===== src/rtl/core/mpbm_pkg.sv =====
// shared types and constants of the multi pattern byte matcher
// used by the front, back and core modules, no dependencies
`timescale 1ns / 1ps

package mpbm_pkg;

  localparam int unsigned BYTE_BITS         = 8;
  localparam int unsigned PATTERN_WORD_BITS = 64;
  localparam int unsigned LENGTH_BITS       = 4;
  localparam int unsigned CFG_INDEX_BITS    = 3;
  localparam int unsigned MATCH_OFFSET_BITS = 32;
  localparam int unsigned PATTERN_NUM_BITS  = 3;
  localparam int unsigned IN_TDATA_BITS     = 8;
  localparam int unsigned OUT_PAD_BITS      = 1;
  localparam int unsigned OUT_TDATA_BITS    = 40;
  localparam int unsigned QUEUE_DEPTH       = 4;

  typedef enum logic [CFG_INDEX_BITS-1:0] {
    REG_PATTERN_A = 3'd0,
    REG_PATTERN_B = 3'd1,
    REG_PATTERN_C = 3'd2,
    REG_PATTERN_D = 3'd3,
    REG_LENGTH_A  = 3'd4,
    REG_LENGTH_B  = 3'd5,
    REG_LENGTH_C  = 3'd6,
    REG_LENGTH_D  = 3'd7
  } cfg_index_e;

  // first field in the highest bits
  typedef struct packed {
    logic [OUT_PAD_BITS-1:0]      pad;
    logic [PATTERN_NUM_BITS-1:0]  pattern_number;
    logic [LENGTH_BITS-1:0]       match_length;
    logic [MATCH_OFFSET_BITS-1:0] match_offset;
  } match_result_t;

endpackage


===== src/rtl/core/mpbm_front.sv =====
// front end: pattern registers, byte window, position and per-pattern gap tracking
// classifies each item and pushes the byte's hit mask into the queue; uses mpbm_pkg
`timescale 1ns / 1ps

module mpbm_front #(
  parameter int unsigned MAX_PATTERN_BYTES = 8,
  parameter int unsigned PATTERN_COUNT     = 4,
  parameter int unsigned OFFSET_BITS       = 32
) (
  input  logic                                    clk_i,
  input  logic                                    rst_ni,
  input  logic                                    cfg_we_i,
  input  logic [mpbm_pkg::CFG_INDEX_BITS-1:0]     cfg_index_i,
  input  logic [mpbm_pkg::PATTERN_WORD_BITS-1:0]  cfg_data_i,
  input  logic                                    in_valid_i,
  output logic                                    in_ready_o,
  input  logic [mpbm_pkg::BYTE_BITS-1:0]          in_byte_i,
  input  logic                                    in_sob_i,
  output logic                                    push_o,
  output logic [OFFSET_BITS+PATTERN_COUNT-1:0]    push_data_o,
  input  logic                                    full_i,
  output logic [PATTERN_COUNT-1:0][mpbm_pkg::LENGTH_BITS-1:0] lens_o
);
  import mpbm_pkg::*;

  localparam int unsigned IDX_BITS = (MAX_PATTERN_BYTES > 1) ? $clog2(MAX_PATTERN_BYTES) : 1;
  localparam logic [LENGTH_BITS-1:0] MAX_LEN = LENGTH_BITS'(MAX_PATTERN_BYTES);
  localparam logic [OFFSET_BITS-1:0] POS_MAX = '1;

  logic [PATTERN_COUNT-1:0][PATTERN_WORD_BITS-1:0] pat_q;
  logic [PATTERN_COUNT-1:0][LENGTH_BITS-1:0]       len_q;
  logic [PATTERN_COUNT-1:0][LENGTH_BITS-1:0]       len_clamp;
  logic [PATTERN_COUNT-1:0][LENGTH_BITS-1:0]       avail_q, avail_d;
  logic [MAX_PATTERN_BYTES-1:0][BYTE_BITS-1:0]     win_q, win_d, win_base;
  logic [OFFSET_BITS-1:0]                          pos_q, pos_d, pos_base;
  logic [PATTERN_COUNT-1:0]                        hit;
  logic                                            accept;
  logic                                            saturated;

  always_comb begin
    for (int p = 0; p < PATTERN_COUNT; p++) begin
      len_clamp[p] = (len_q[p] > MAX_LEN) ? MAX_LEN : len_q[p];
    end
  end

  assign lens_o     = len_clamp;
  assign in_ready_o = !full_i;
  assign accept     = in_valid_i && in_ready_o;

  // start of buffer clears history before the byte is taken in
  assign pos_base  = in_sob_i ? '0 : pos_q;
  assign win_base  = in_sob_i ? '0 : win_q;
  assign saturated = (pos_base == POS_MAX);
  assign pos_d     = pos_base + 1'b1;

  always_comb begin
    win_d[0] = in_byte_i;
    for (int j = 1; j < MAX_PATTERN_BYTES; j++) begin
      win_d[j] = win_base[j-1];
    end
  end

  always_comb begin
    logic [LENGTH_BITS-1:0]       avail_base;
    logic [LENGTH_BITS-1:0]       avail_inc;
    logic [IDX_BITS-1:0]          idx;
    logic [MAX_PATTERN_BYTES-1:0] byte_ok;
    for (int p = 0; p < PATTERN_COUNT; p++) begin
      avail_base = in_sob_i ? '0 : avail_q[p];
      avail_inc  = (avail_base >= MAX_LEN) ? MAX_LEN : avail_base + 1'b1;
      for (int i = 0; i < MAX_PATTERN_BYTES; i++) begin
        // pattern byte i sits len-1-i bytes back from the newest one
        idx = IDX_BITS'(len_clamp[p] - LENGTH_BITS'(i + 1));
        byte_ok[i] = (LENGTH_BITS'(i) >= len_clamp[p]) ||
                     (win_d[idx] == pat_q[p][BYTE_BITS*i +: BYTE_BITS]);
      end
      hit[p]     = (len_clamp[p] != '0) && (avail_inc >= len_clamp[p]) && (&byte_ok);
      avail_d[p] = hit[p] ? '0 : avail_inc;
    end
  end

  assign push_o      = accept && !saturated && (|hit);
  assign push_data_o = {hit, pos_d};

  always_ff @(posedge clk_i or negedge rst_ni) begin
    if (!rst_ni) begin
      pat_q <= '0;
      len_q <= '0;
    end else if (cfg_we_i) begin
      for (int p = 0; p < PATTERN_COUNT; p++) begin
        if (cfg_index_i == CFG_INDEX_BITS'(REG_PATTERN_A) + CFG_INDEX_BITS'(p)) begin
          pat_q[p] <= cfg_data_i;
        end
        if (cfg_index_i == CFG_INDEX_BITS'(REG_LENGTH_A) + CFG_INDEX_BITS'(p)) begin
          len_q[p] <= cfg_data_i[LENGTH_BITS-1:0];
        end
      end
    end
  end

  always_ff @(posedge clk_i or negedge rst_ni) begin
    if (!rst_ni) begin
      win_q   <= '0;
      pos_q   <= '0;
      avail_q <= '0;
    end else if (accept && !saturated) begin
      win_q   <= win_d;
      pos_q   <= pos_d;
      avail_q <= avail_d;
    end
  end

`ifndef NO_ASSERTIONS
  a_front_no_push_full: assert property (@(posedge clk_i) disable iff (!rst_ni)
    push_o |-> !full_i)
    else $error("push into a full queue");

  a_front_gap_after_hit: assert property (@(posedge clk_i) disable iff (!rst_ni)
    (accept && !saturated && hit[0]) |=> (avail_q[0] == '0))
    else $error("gap counter not cleared after a match");
`endif

endmodule


===== src/rtl/core/mpbm_queue.sv =====
// small first-in first-out queue between the front and back ends
// generic width and depth, no package dependency beyond the timescale
`timescale 1ns / 1ps

module mpbm_queue #(
  parameter int unsigned WIDTH = 36,
  parameter int unsigned DEPTH = 4
) (
  input  logic             clk_i,
  input  logic             rst_ni,
  input  logic             push_i,
  input  logic [WIDTH-1:0] push_data_i,
  output logic             full_o,
  input  logic             pop_i,
  output logic [WIDTH-1:0] pop_data_o,
  output logic             valid_o
);

  localparam int unsigned PTR_BITS = (DEPTH > 1) ? $clog2(DEPTH) : 1;
  localparam logic [PTR_BITS:0] DEPTH_CNT = (PTR_BITS + 1)'(DEPTH);
  localparam logic [PTR_BITS-1:0] LAST_PTR = PTR_BITS'(DEPTH - 1);

  logic [DEPTH-1:0][WIDTH-1:0] mem_q;
  logic [PTR_BITS-1:0]         wr_ptr_q, rd_ptr_q;
  logic [PTR_BITS:0]           count_q;

  assign full_o     = (count_q == DEPTH_CNT);
  assign valid_o    = (count_q != '0);
  assign pop_data_o = mem_q[rd_ptr_q];

  always_ff @(posedge clk_i) begin
    if (push_i) begin
      mem_q[wr_ptr_q] <= push_data_i;
    end
  end

  always_ff @(posedge clk_i or negedge rst_ni) begin
    if (!rst_ni) begin
      wr_ptr_q <= '0;
      rd_ptr_q <= '0;
      count_q  <= '0;
    end else begin
      if (push_i) begin
        wr_ptr_q <= (wr_ptr_q == LAST_PTR) ? '0 : wr_ptr_q + 1'b1;
      end
      if (pop_i) begin
        rd_ptr_q <= (rd_ptr_q == LAST_PTR) ? '0 : rd_ptr_q + 1'b1;
      end
      if (push_i && !pop_i) begin
        count_q <= count_q + 1'b1;
      end else if (pop_i && !push_i) begin
        count_q <= count_q - 1'b1;
      end
    end
  end

`ifndef NO_ASSERTIONS
  a_queue_no_pop_empty: assert property (@(posedge clk_i) disable iff (!rst_ni)
    pop_i |-> valid_o)
    else $error("pop from an empty queue");

  a_queue_count_bound: assert property (@(posedge clk_i) disable iff (!rst_ni)
    count_q <= DEPTH_CNT)
    else $error("queue count beyond depth");
`endif

endmodule


===== src/rtl/core/mpbm_back.sv =====
// back end: walks each queued hit mask in pattern order, one result per cycle while the
// output is ready; computes the start offset, drives the registered output stage; uses mpbm_pkg
`timescale 1ns / 1ps

module mpbm_back #(
  parameter int unsigned PATTERN_COUNT = 4,
  parameter int unsigned OFFSET_BITS   = 32
) (
  input  logic                                 clk_i,
  input  logic                                 rst_ni,
  input  logic                                 q_valid_i,
  input  logic [OFFSET_BITS+PATTERN_COUNT-1:0] q_data_i,
  output logic                                 pop_o,
  input  logic [PATTERN_COUNT-1:0][mpbm_pkg::LENGTH_BITS-1:0] lens_i,
  output logic                                 out_valid_o,
  input  logic                                 out_ready_i,
  output mpbm_pkg::match_result_t              out_data_o,
  output logic                                 out_last_o
);
  import mpbm_pkg::*;

  localparam int unsigned PIDX_BITS = (PATTERN_COUNT > 1) ? $clog2(PATTERN_COUNT) : 1;

  logic                     cur_valid_q;
  logic [PATTERN_COUNT-1:0] cur_mask_q;
  logic [OFFSET_BITS-1:0]   cur_pos_q;
  logic                     out_valid_q;
  match_result_t            out_data_q;
  logic                     out_last_q;

  logic                     out_free;
  logic                     issue;
  logic [PATTERN_COUNT-1:0] sel;
  logic [PATTERN_COUNT-1:0] rest;
  logic                     is_last;
  logic [PIDX_BITS-1:0]     sel_idx;
  logic [LENGTH_BITS-1:0]   sel_len;
  logic [OFFSET_BITS-1:0]   start;

  assign out_free = !out_valid_q || out_ready_i;
  assign issue    = cur_valid_q && out_free;
  assign sel      = cur_mask_q & (~cur_mask_q + 1'b1);
  assign rest     = cur_mask_q & ~sel;
  assign is_last  = (rest == '0);

  always_comb begin
    sel_idx = '0;
    for (int p = 0; p < PATTERN_COUNT; p++) begin
      if (sel[p]) begin
        sel_idx = PIDX_BITS'(p);
      end
    end
  end

  assign sel_len = lens_i[sel_idx];
  // queued position is one past the byte that completed the match
  assign start   = cur_pos_q - OFFSET_BITS'(sel_len);
  assign pop_o   = q_valid_i && (!cur_valid_q || (issue && is_last));

  always_ff @(posedge clk_i or negedge rst_ni) begin
    if (!rst_ni) begin
      cur_valid_q <= 1'b0;
      out_valid_q <= 1'b0;
    end else begin
      if (pop_o) begin
        cur_valid_q <= 1'b1;
      end else if (issue && is_last) begin
        cur_valid_q <= 1'b0;
      end
      if (issue) begin
        out_valid_q <= 1'b1;
      end else if (out_ready_i) begin
        out_valid_q <= 1'b0;
      end
    end
  end

  always_ff @(posedge clk_i) begin
    if (pop_o) begin
      cur_mask_q <= q_data_i[OFFSET_BITS +: PATTERN_COUNT];
      cur_pos_q  <= q_data_i[OFFSET_BITS-1:0];
    end else if (issue) begin
      cur_mask_q <= rest;
    end
    if (issue) begin
      out_data_q.pad            <= '0;
      out_data_q.pattern_number <= PATTERN_NUM_BITS'(sel_idx) + 1'b1;
      out_data_q.match_length   <= sel_len;
      out_data_q.match_offset   <= MATCH_OFFSET_BITS'(start);
      out_last_q                <= is_last;
    end
  end

  assign out_valid_o = out_valid_q;
  assign out_data_o  = out_data_q;
  assign out_last_o  = out_last_q;

`ifndef NO_ASSERTIONS
  a_back_mask_nonzero: assert property (@(posedge clk_i) disable iff (!rst_ni)
    cur_valid_q |-> (cur_mask_q != '0))
    else $error("active entry with an empty hit mask");

  a_back_single_select: assert property (@(posedge clk_i) disable iff (!rst_ni)
    issue |-> $onehot(sel))
    else $error("result issued without a single selected pattern");
`endif

endmodule


===== src/rtl/core/multi_pattern_byte_matcher_core.sv =====
// Searches a byte stream for up to four configured byte patterns of up to eight bytes each.
// Channels: s_axis carries one buffer byte per item, s_axis_tuser set on the first byte of a
// buffer. m_axis carries one match per item; tlast marks the final match for a byte, and
// several matches on one byte come out in pattern order.
// Configuration: cfg_we_i writes cfg_data_i into register cfg_index_i (patterns 0..3,
// lengths 4..7); write only while no item is in flight. A length of zero disables a pattern.
// Throughput: one byte per cycle. The back end emits one match per cycle while m_axis is
// ready, so a byte that completes several patterns holds the back end until all its matches
// are out. A four-entry queue absorbs this; s_axis_tready drops only when the queue is full.
// A match passes through the queue, the current-entry register and the output register.
// Once the position counter reaches its maximum, further bytes are taken but ignored
// until the next start of buffer.
// Reset clears patterns, lengths, window, position and the queue; s_axis is ready right away.
// A stalled m_axis_tready holds the current match and backs up the queue, then s_axis.
// Uses mpbm_pkg, mpbm_front, mpbm_queue and mpbm_back.
`timescale 1ns / 1ps

module multi_pattern_byte_matcher_core #(
  parameter int unsigned MAX_PATTERN_BYTES = 8,
  parameter int unsigned PATTERN_COUNT     = 4,
  parameter int unsigned OFFSET_BITS       = 32
) (
  input  logic                                   clk_i,
  input  logic                                   rst_ni,
  input  logic                                   cfg_we_i,
  input  logic [mpbm_pkg::CFG_INDEX_BITS-1:0]    cfg_index_i,
  input  logic [mpbm_pkg::PATTERN_WORD_BITS-1:0] cfg_data_i,
  input  logic                                   s_axis_tvalid,
  output logic                                   s_axis_tready,
  input  logic [mpbm_pkg::IN_TDATA_BITS-1:0]     s_axis_tdata,  // data_byte
  input  logic                                   s_axis_tuser,  // start_of_buffer
  output logic                                   m_axis_tvalid,
  input  logic                                   m_axis_tready,
  // match_offset[31:0], match_length[35:32], pattern_number[38:36], zero[39]
  output logic [mpbm_pkg::OUT_TDATA_BITS-1:0]    m_axis_tdata,
  output logic                                   m_axis_tlast   // last_of_run
);
  import mpbm_pkg::*;

  localparam int unsigned ENTRY_BITS = OFFSET_BITS + PATTERN_COUNT;

  logic                                      push;
  logic [ENTRY_BITS-1:0]                     push_data;
  logic                                      full;
  logic                                      pop;
  logic [ENTRY_BITS-1:0]                     pop_data;
  logic                                      q_valid;
  logic [PATTERN_COUNT-1:0][LENGTH_BITS-1:0] lens;
  match_result_t                             result;

  mpbm_front #(
    .MAX_PATTERN_BYTES (MAX_PATTERN_BYTES),
    .PATTERN_COUNT     (PATTERN_COUNT),
    .OFFSET_BITS       (OFFSET_BITS)
  ) u_front (
    .clk_i       (clk_i),
    .rst_ni      (rst_ni),
    .cfg_we_i    (cfg_we_i),
    .cfg_index_i (cfg_index_i),
    .cfg_data_i  (cfg_data_i),
    .in_valid_i  (s_axis_tvalid),
    .in_ready_o  (s_axis_tready),
    .in_byte_i   (s_axis_tdata),
    .in_sob_i    (s_axis_tuser),
    .push_o      (push),
    .push_data_o (push_data),
    .full_i      (full),
    .lens_o      (lens)
  );

  mpbm_queue #(
    .WIDTH (ENTRY_BITS),
    .DEPTH (QUEUE_DEPTH)
  ) u_queue (
    .clk_i       (clk_i),
    .rst_ni      (rst_ni),
    .push_i      (push),
    .push_data_i (push_data),
    .full_o      (full),
    .pop_i       (pop),
    .pop_data_o  (pop_data),
    .valid_o     (q_valid)
  );

  mpbm_back #(
    .PATTERN_COUNT (PATTERN_COUNT),
    .OFFSET_BITS   (OFFSET_BITS)
  ) u_back (
    .clk_i       (clk_i),
    .rst_ni      (rst_ni),
    .q_valid_i   (q_valid),
    .q_data_i    (pop_data),
    .pop_o       (pop),
    .lens_i      (lens),
    .out_valid_o (m_axis_tvalid),
    .out_ready_i (m_axis_tready),
    .out_data_o  (result),
    .out_last_o  (m_axis_tlast)
  );

  assign m_axis_tdata = result;

endmodule

===== config.mk =====
export PLATFORM = sky130hd
export DESIGN_NAME = multi_pattern_byte_matcher_core
export DESIGN_NICKNAME = d
export VERILOG_FILES = /design/src/rtl/core/mpbm_pkg.sv /design/src/rtl/core/mpbm_front.sv /design/src/rtl/core/mpbm_queue.sv /design/src/rtl/core/mpbm_back.sv /design/src/rtl/core/multi_pattern_byte_matcher_core.sv
export SDC_FILE = /design/constraint.sdc
export NUM_CORES = 2
export LEC_CHECK = 0
export ABC_AREA = 1
export BUFFER_PORTS_ARGS = -buffer_cell sky130_fd_sc_hd__buf_4
export CORE_ASPECT_RATIO = 0.75
export CORE_MARGIN = 2
export CORE_UTILIZATION = 41
export CTS_CLUSTER_DIAMETER = 120
export DETAILED_ROUTE_END_ITERATION = 7
export GPL_TIMING_DRIVEN = 0
export PLACE_DENSITY_LB_ADDON = 0.25
export SYNTH_ARGS = -nofsm -noshare
export SYNTH_HDL_FRONTEND = slang
export SYNTH_SLANG_ARGS = --single-unit

===== constraint.sdc =====
create_clock -name clk_i -period 5.45 [get_ports clk_i]
set_clock_uncertainty 0.1 [all_clocks]
set_input_delay 0.8175 -clock clk_i [delete_from_list [all_inputs] [get_ports clk_i]]
set_output_delay 0.8175 -clock clk_i [all_outputs]
set_load 0.1 [all_outputs]

==> flow_summary_export.csv <==
group,metric,value,unit
status,status,"finished with violations",
status,violations,"max-capacitance violations, max-slew violations",
hold_path,hold_path_class,"in -> reg",
drt,routedWlPerCell,30.2,um
drt,drtIter0Drc,6717,
yosys,synthXorXnorAreaFrac,1.46,%
timing,slew_violations,21,
power_and_ir_drop,cellLeakagePower,22.8,nW
critical_path,cp.arrival,5.71,ns
yosys,ys_async_sr_fraction,63.6,%
clock_network,cts_root_buf,"clkbuf_16",
critical_path,end_kind,"flop",
finish,multi_input_area,21400,um^2
power_and_ir_drop,pwr_density_cell,506,nW/um^2
floorplanning,dieArea,101000,um^2
critical_path,worstSetupPathType,"in -> reg",
yosys,synth_top_family_by_area,"simple AND/OR/NAND/NOR gates",
clock_network,cts_sinks,605,
clock_network,clock_path_buffers,3,
finish,seq_area,16200,um^2
yosys,yosys-top-cells-count,"2325 x nand2_1, 1025 x nand3_1, 454 x o21ai_0",
yosys,synth_compound_area_share,7.58,%
yosys,synthSimpleGateAreaFrac,41.3,%
drt,vias,45000,
placed_design,portBuffers,122,
critical_path,crit_path_frequent_cell,"nand2_1",
drt,wl,228,mm
clock_network,clock_latency,0.69,ns
clock_network,ctsHtreeMaxLevel,3,
critical_path,startpoint_type,"primary input",
timing,min_period,5.26,ns
floorplanning,row_count,99,
floorplanning,start_util,41.5,%
timing,finalSetupTns,0,ns
global_routing,grt_pass1_vias,39100,
yosys,yosysUniqueCellTypes,50,
timing,setup_viol,0,
drt,ant_nets,0,
yosys,yosys_warnings,0,
global_routing,grt_pass1_wl,310,mm
floorplanning,die_h,276,um
yosys,ys_seq_area_share,40.1,%
hold_path,hold_depth,3,
critical_path,crit_fanout,10,
yosys,syn_inst,5970,
clock_network,clk_pin_slew,0.06,ns
timing,relSlewSlack,-16.7,%
global_routing,antenna_found_initial,31,
hold_path,hold_start,"cfg_data_i[1]",
yosys,synth_area_leader_cell,"dfrtp_1",
timing,worstMarginPinSlew,1.74,ns
floorplanning,core,97600,um^2
critical_path,reg2reg_setup_slack,0.23,ns
clock_network,cts_tree,"done",
drt,drc,0,
critical_path,slowest_delay,1.32,ns
drt,firstDrtPassIters,8,
global_routing,grt_start_max_net_pins,107,
yosys,synth_edf_count,220,
finish,layout.nets,6315,
floorplanning,fp.dieW,367,um
critical_path,reg2reg_depth,27,
yosys,synth_top_area_share,23.8,%
critical_path,rr_endpoint,"u_queue.count_q[2]",
yosys,synthAdderAreaFrac,1.98,%
yosys,synth_ff_type,"dfrtp_1",
finish,drive_gt1_share,8.66,%
drt,via_per_inst,5.95,
critical_path,r2r_start,"u_front.len_q[15]",
yosys,syn_area,40500,um^2
global_routing,grt.total_usage,43.7,%
power_and_ir_drop,power,0.0233,W
timing,hold_viol,0,
hold_path,whs_endpoint,"u_front.len_q[13]",
floorplanning,pin_count,124,
yosys,synth.avg_cell_area,6.79,um^2
yosys,synth_fp_nets,6114,
yosys,netlist_top_cells_area,"dfrtp_1 24%, nand2_1 22%, edfxtp_1 16%",
power_and_ir_drop,vdd_drop_max,0.329,mV
timing,fin_crit_sh,96.6,%
finish,nFillCells,10100,
placed_design,gp_congestion,1.06,
timing,fmax,190,MHz
timing,whs,0.257,ns
yosys,synth.most_common_cell,"nand2_1",
critical_path,cp_slowest_cell,"nor2_1",
critical_path,required,5.90,ns
clock_network,cts_made_buffers,68,
global_routing,overflow,0,
yosys,synth_seq_cells,605,
yosys,synth.mux.area_fraction,0,%
placed_design,dp_hpwl,170,mm
finish,area_growth,13.6,%
job,maxCapViolations,4,
through the flow:
step	cell area, um^2	setup slack (ns)	cells	util [%]
6_report	46000	0.186	7554	47.2
5_1_grt	46000	-0.0185	7537	47.1
4_1_cts	45700	-0.0175	7536	46.9
3_5_place_dp	43400	-2.17	7417	44.4
3_3_place_gp	43100	-4.24	7405	44.1
2_1_floorplan	40500	-0.246	5970	-
layer usage:
layer	vias to the layer above	part of all wire, %	global-route usage (%)
met5	-	0.073	0
li1	19900	-	-
met3	522	15	19.2
met1	21500	42	62.6
met4	26	6.1	22.9
met2	3035	36	54.1
cell usage in the layout (no fill, tap or decap), types with 56 or more instances in the layout:
cell       count
clkbuf_16     68
nand3b_1     129
buf_2         87
nor2_1       299
o21ai_0      453
clkbuf_1     113
ha_1          56
o21ai_1       59
buf_4        158
inv_1        429
dfrtp_1      384
nand3_1     1024
nand2_1     2323
edfxtp_1     220
layout make-up:
cell class,instances,area share (%)
clock buffer,91,3.99
timing repair buffer,147,2.76
sequential,605,35.3
buffer,267,3.00
clock inverter,32,0.984
antenna,17,0.0924
inverter,469,3.92
tap,1313,3.57
multi-input combinational,4613,46.4
state kept, by name, summed over array words and instances (netlist names):
| name | cells |
|---|---|
| u_queue.count_q | 3 |
| u_queue.rd_ptr_q | 2 |
| u_front.avail_q | 16 |
| u_back.out_data_o | 39 |
| u_back.out_last_o | 1 |
| u_back.out_valid_o | 1 |
| u_front.pat_q | 256 |
| u_back.cur_mask_q | 4 |
| u_back.cur_pos_q | 32 |
| u_queue.wr_ptr_q | 2 |
| u_front.win_q | 56 |
| u_back.cur_valid_q | 1 |
| u_queue.mem_q | 144 |
| u_front.len_q | 16 |
| u_front.pos_q | 32 |
logic make-up (layout without fill, tap and decap cells):
family	Yosys count	count (layout)
xor+xnor	66	66
simple gates	3893	3893
flops	605	605
compound gates	590	590
buf+inv	752	1006
fa+ha+maj	63	63
other cells	1	18
how the worst max path moves through the flow:
stage                         start  depth (start not counted)                    end  slack (ns)
2_1_floorplan          s_axis_tuser                         25       u_queue.mem_q[0]       -0.25
3_3_place_gp           s_axis_tuser                         26     u_queue.mem_q[133]       -4.24
3_5_place_dp           s_axis_tuser                         32     u_queue.count_q[2]       -2.17
4_1_cts        u_back.cur_mask_q[0]                         21  u_back.out_data_o[30]       -0.02
5_1_grt        u_back.cur_mask_q[1]                         22  u_back.out_data_o[28]       -0.02
6_report               s_axis_tuser                         25     u_queue.count_q[2]        0.19
timing repair:
| item | CTS | global route |
|---|---|---|
| hold endpoints to repair | 3 | 0 |
| resized for setup | 47 | 94 |
| hold buffers | 1 | 0 |
| endpoints found under the setup margin | 165 | 95 |
| pin swaps | 0 | 6 |
| buffers inserted | 0 | 12 |
power by group:
part           leakage [nW]  switching [W]  internal (W)
sequential             7.00       0.000705       0.00565
combinational          14.7        0.00875       0.00330
clock                  1.11        0.00218       0.00271
worst max-delay path: cells and delay by family:
| family | cells | cell delay, ns |
|---|---|---|
| buffers and inverters | 5 | 0.61 |
| AND/OR/NAND/NOR | 14 | 3.05 |
| adder cells (fa/ha/maj) | 2 | 0.58 |
| AO/OA/AOI/OAI | 3 | 0.49 |
| XOR/XNOR | 1 | 0.15 |
(Power assumes the default switching activity.)
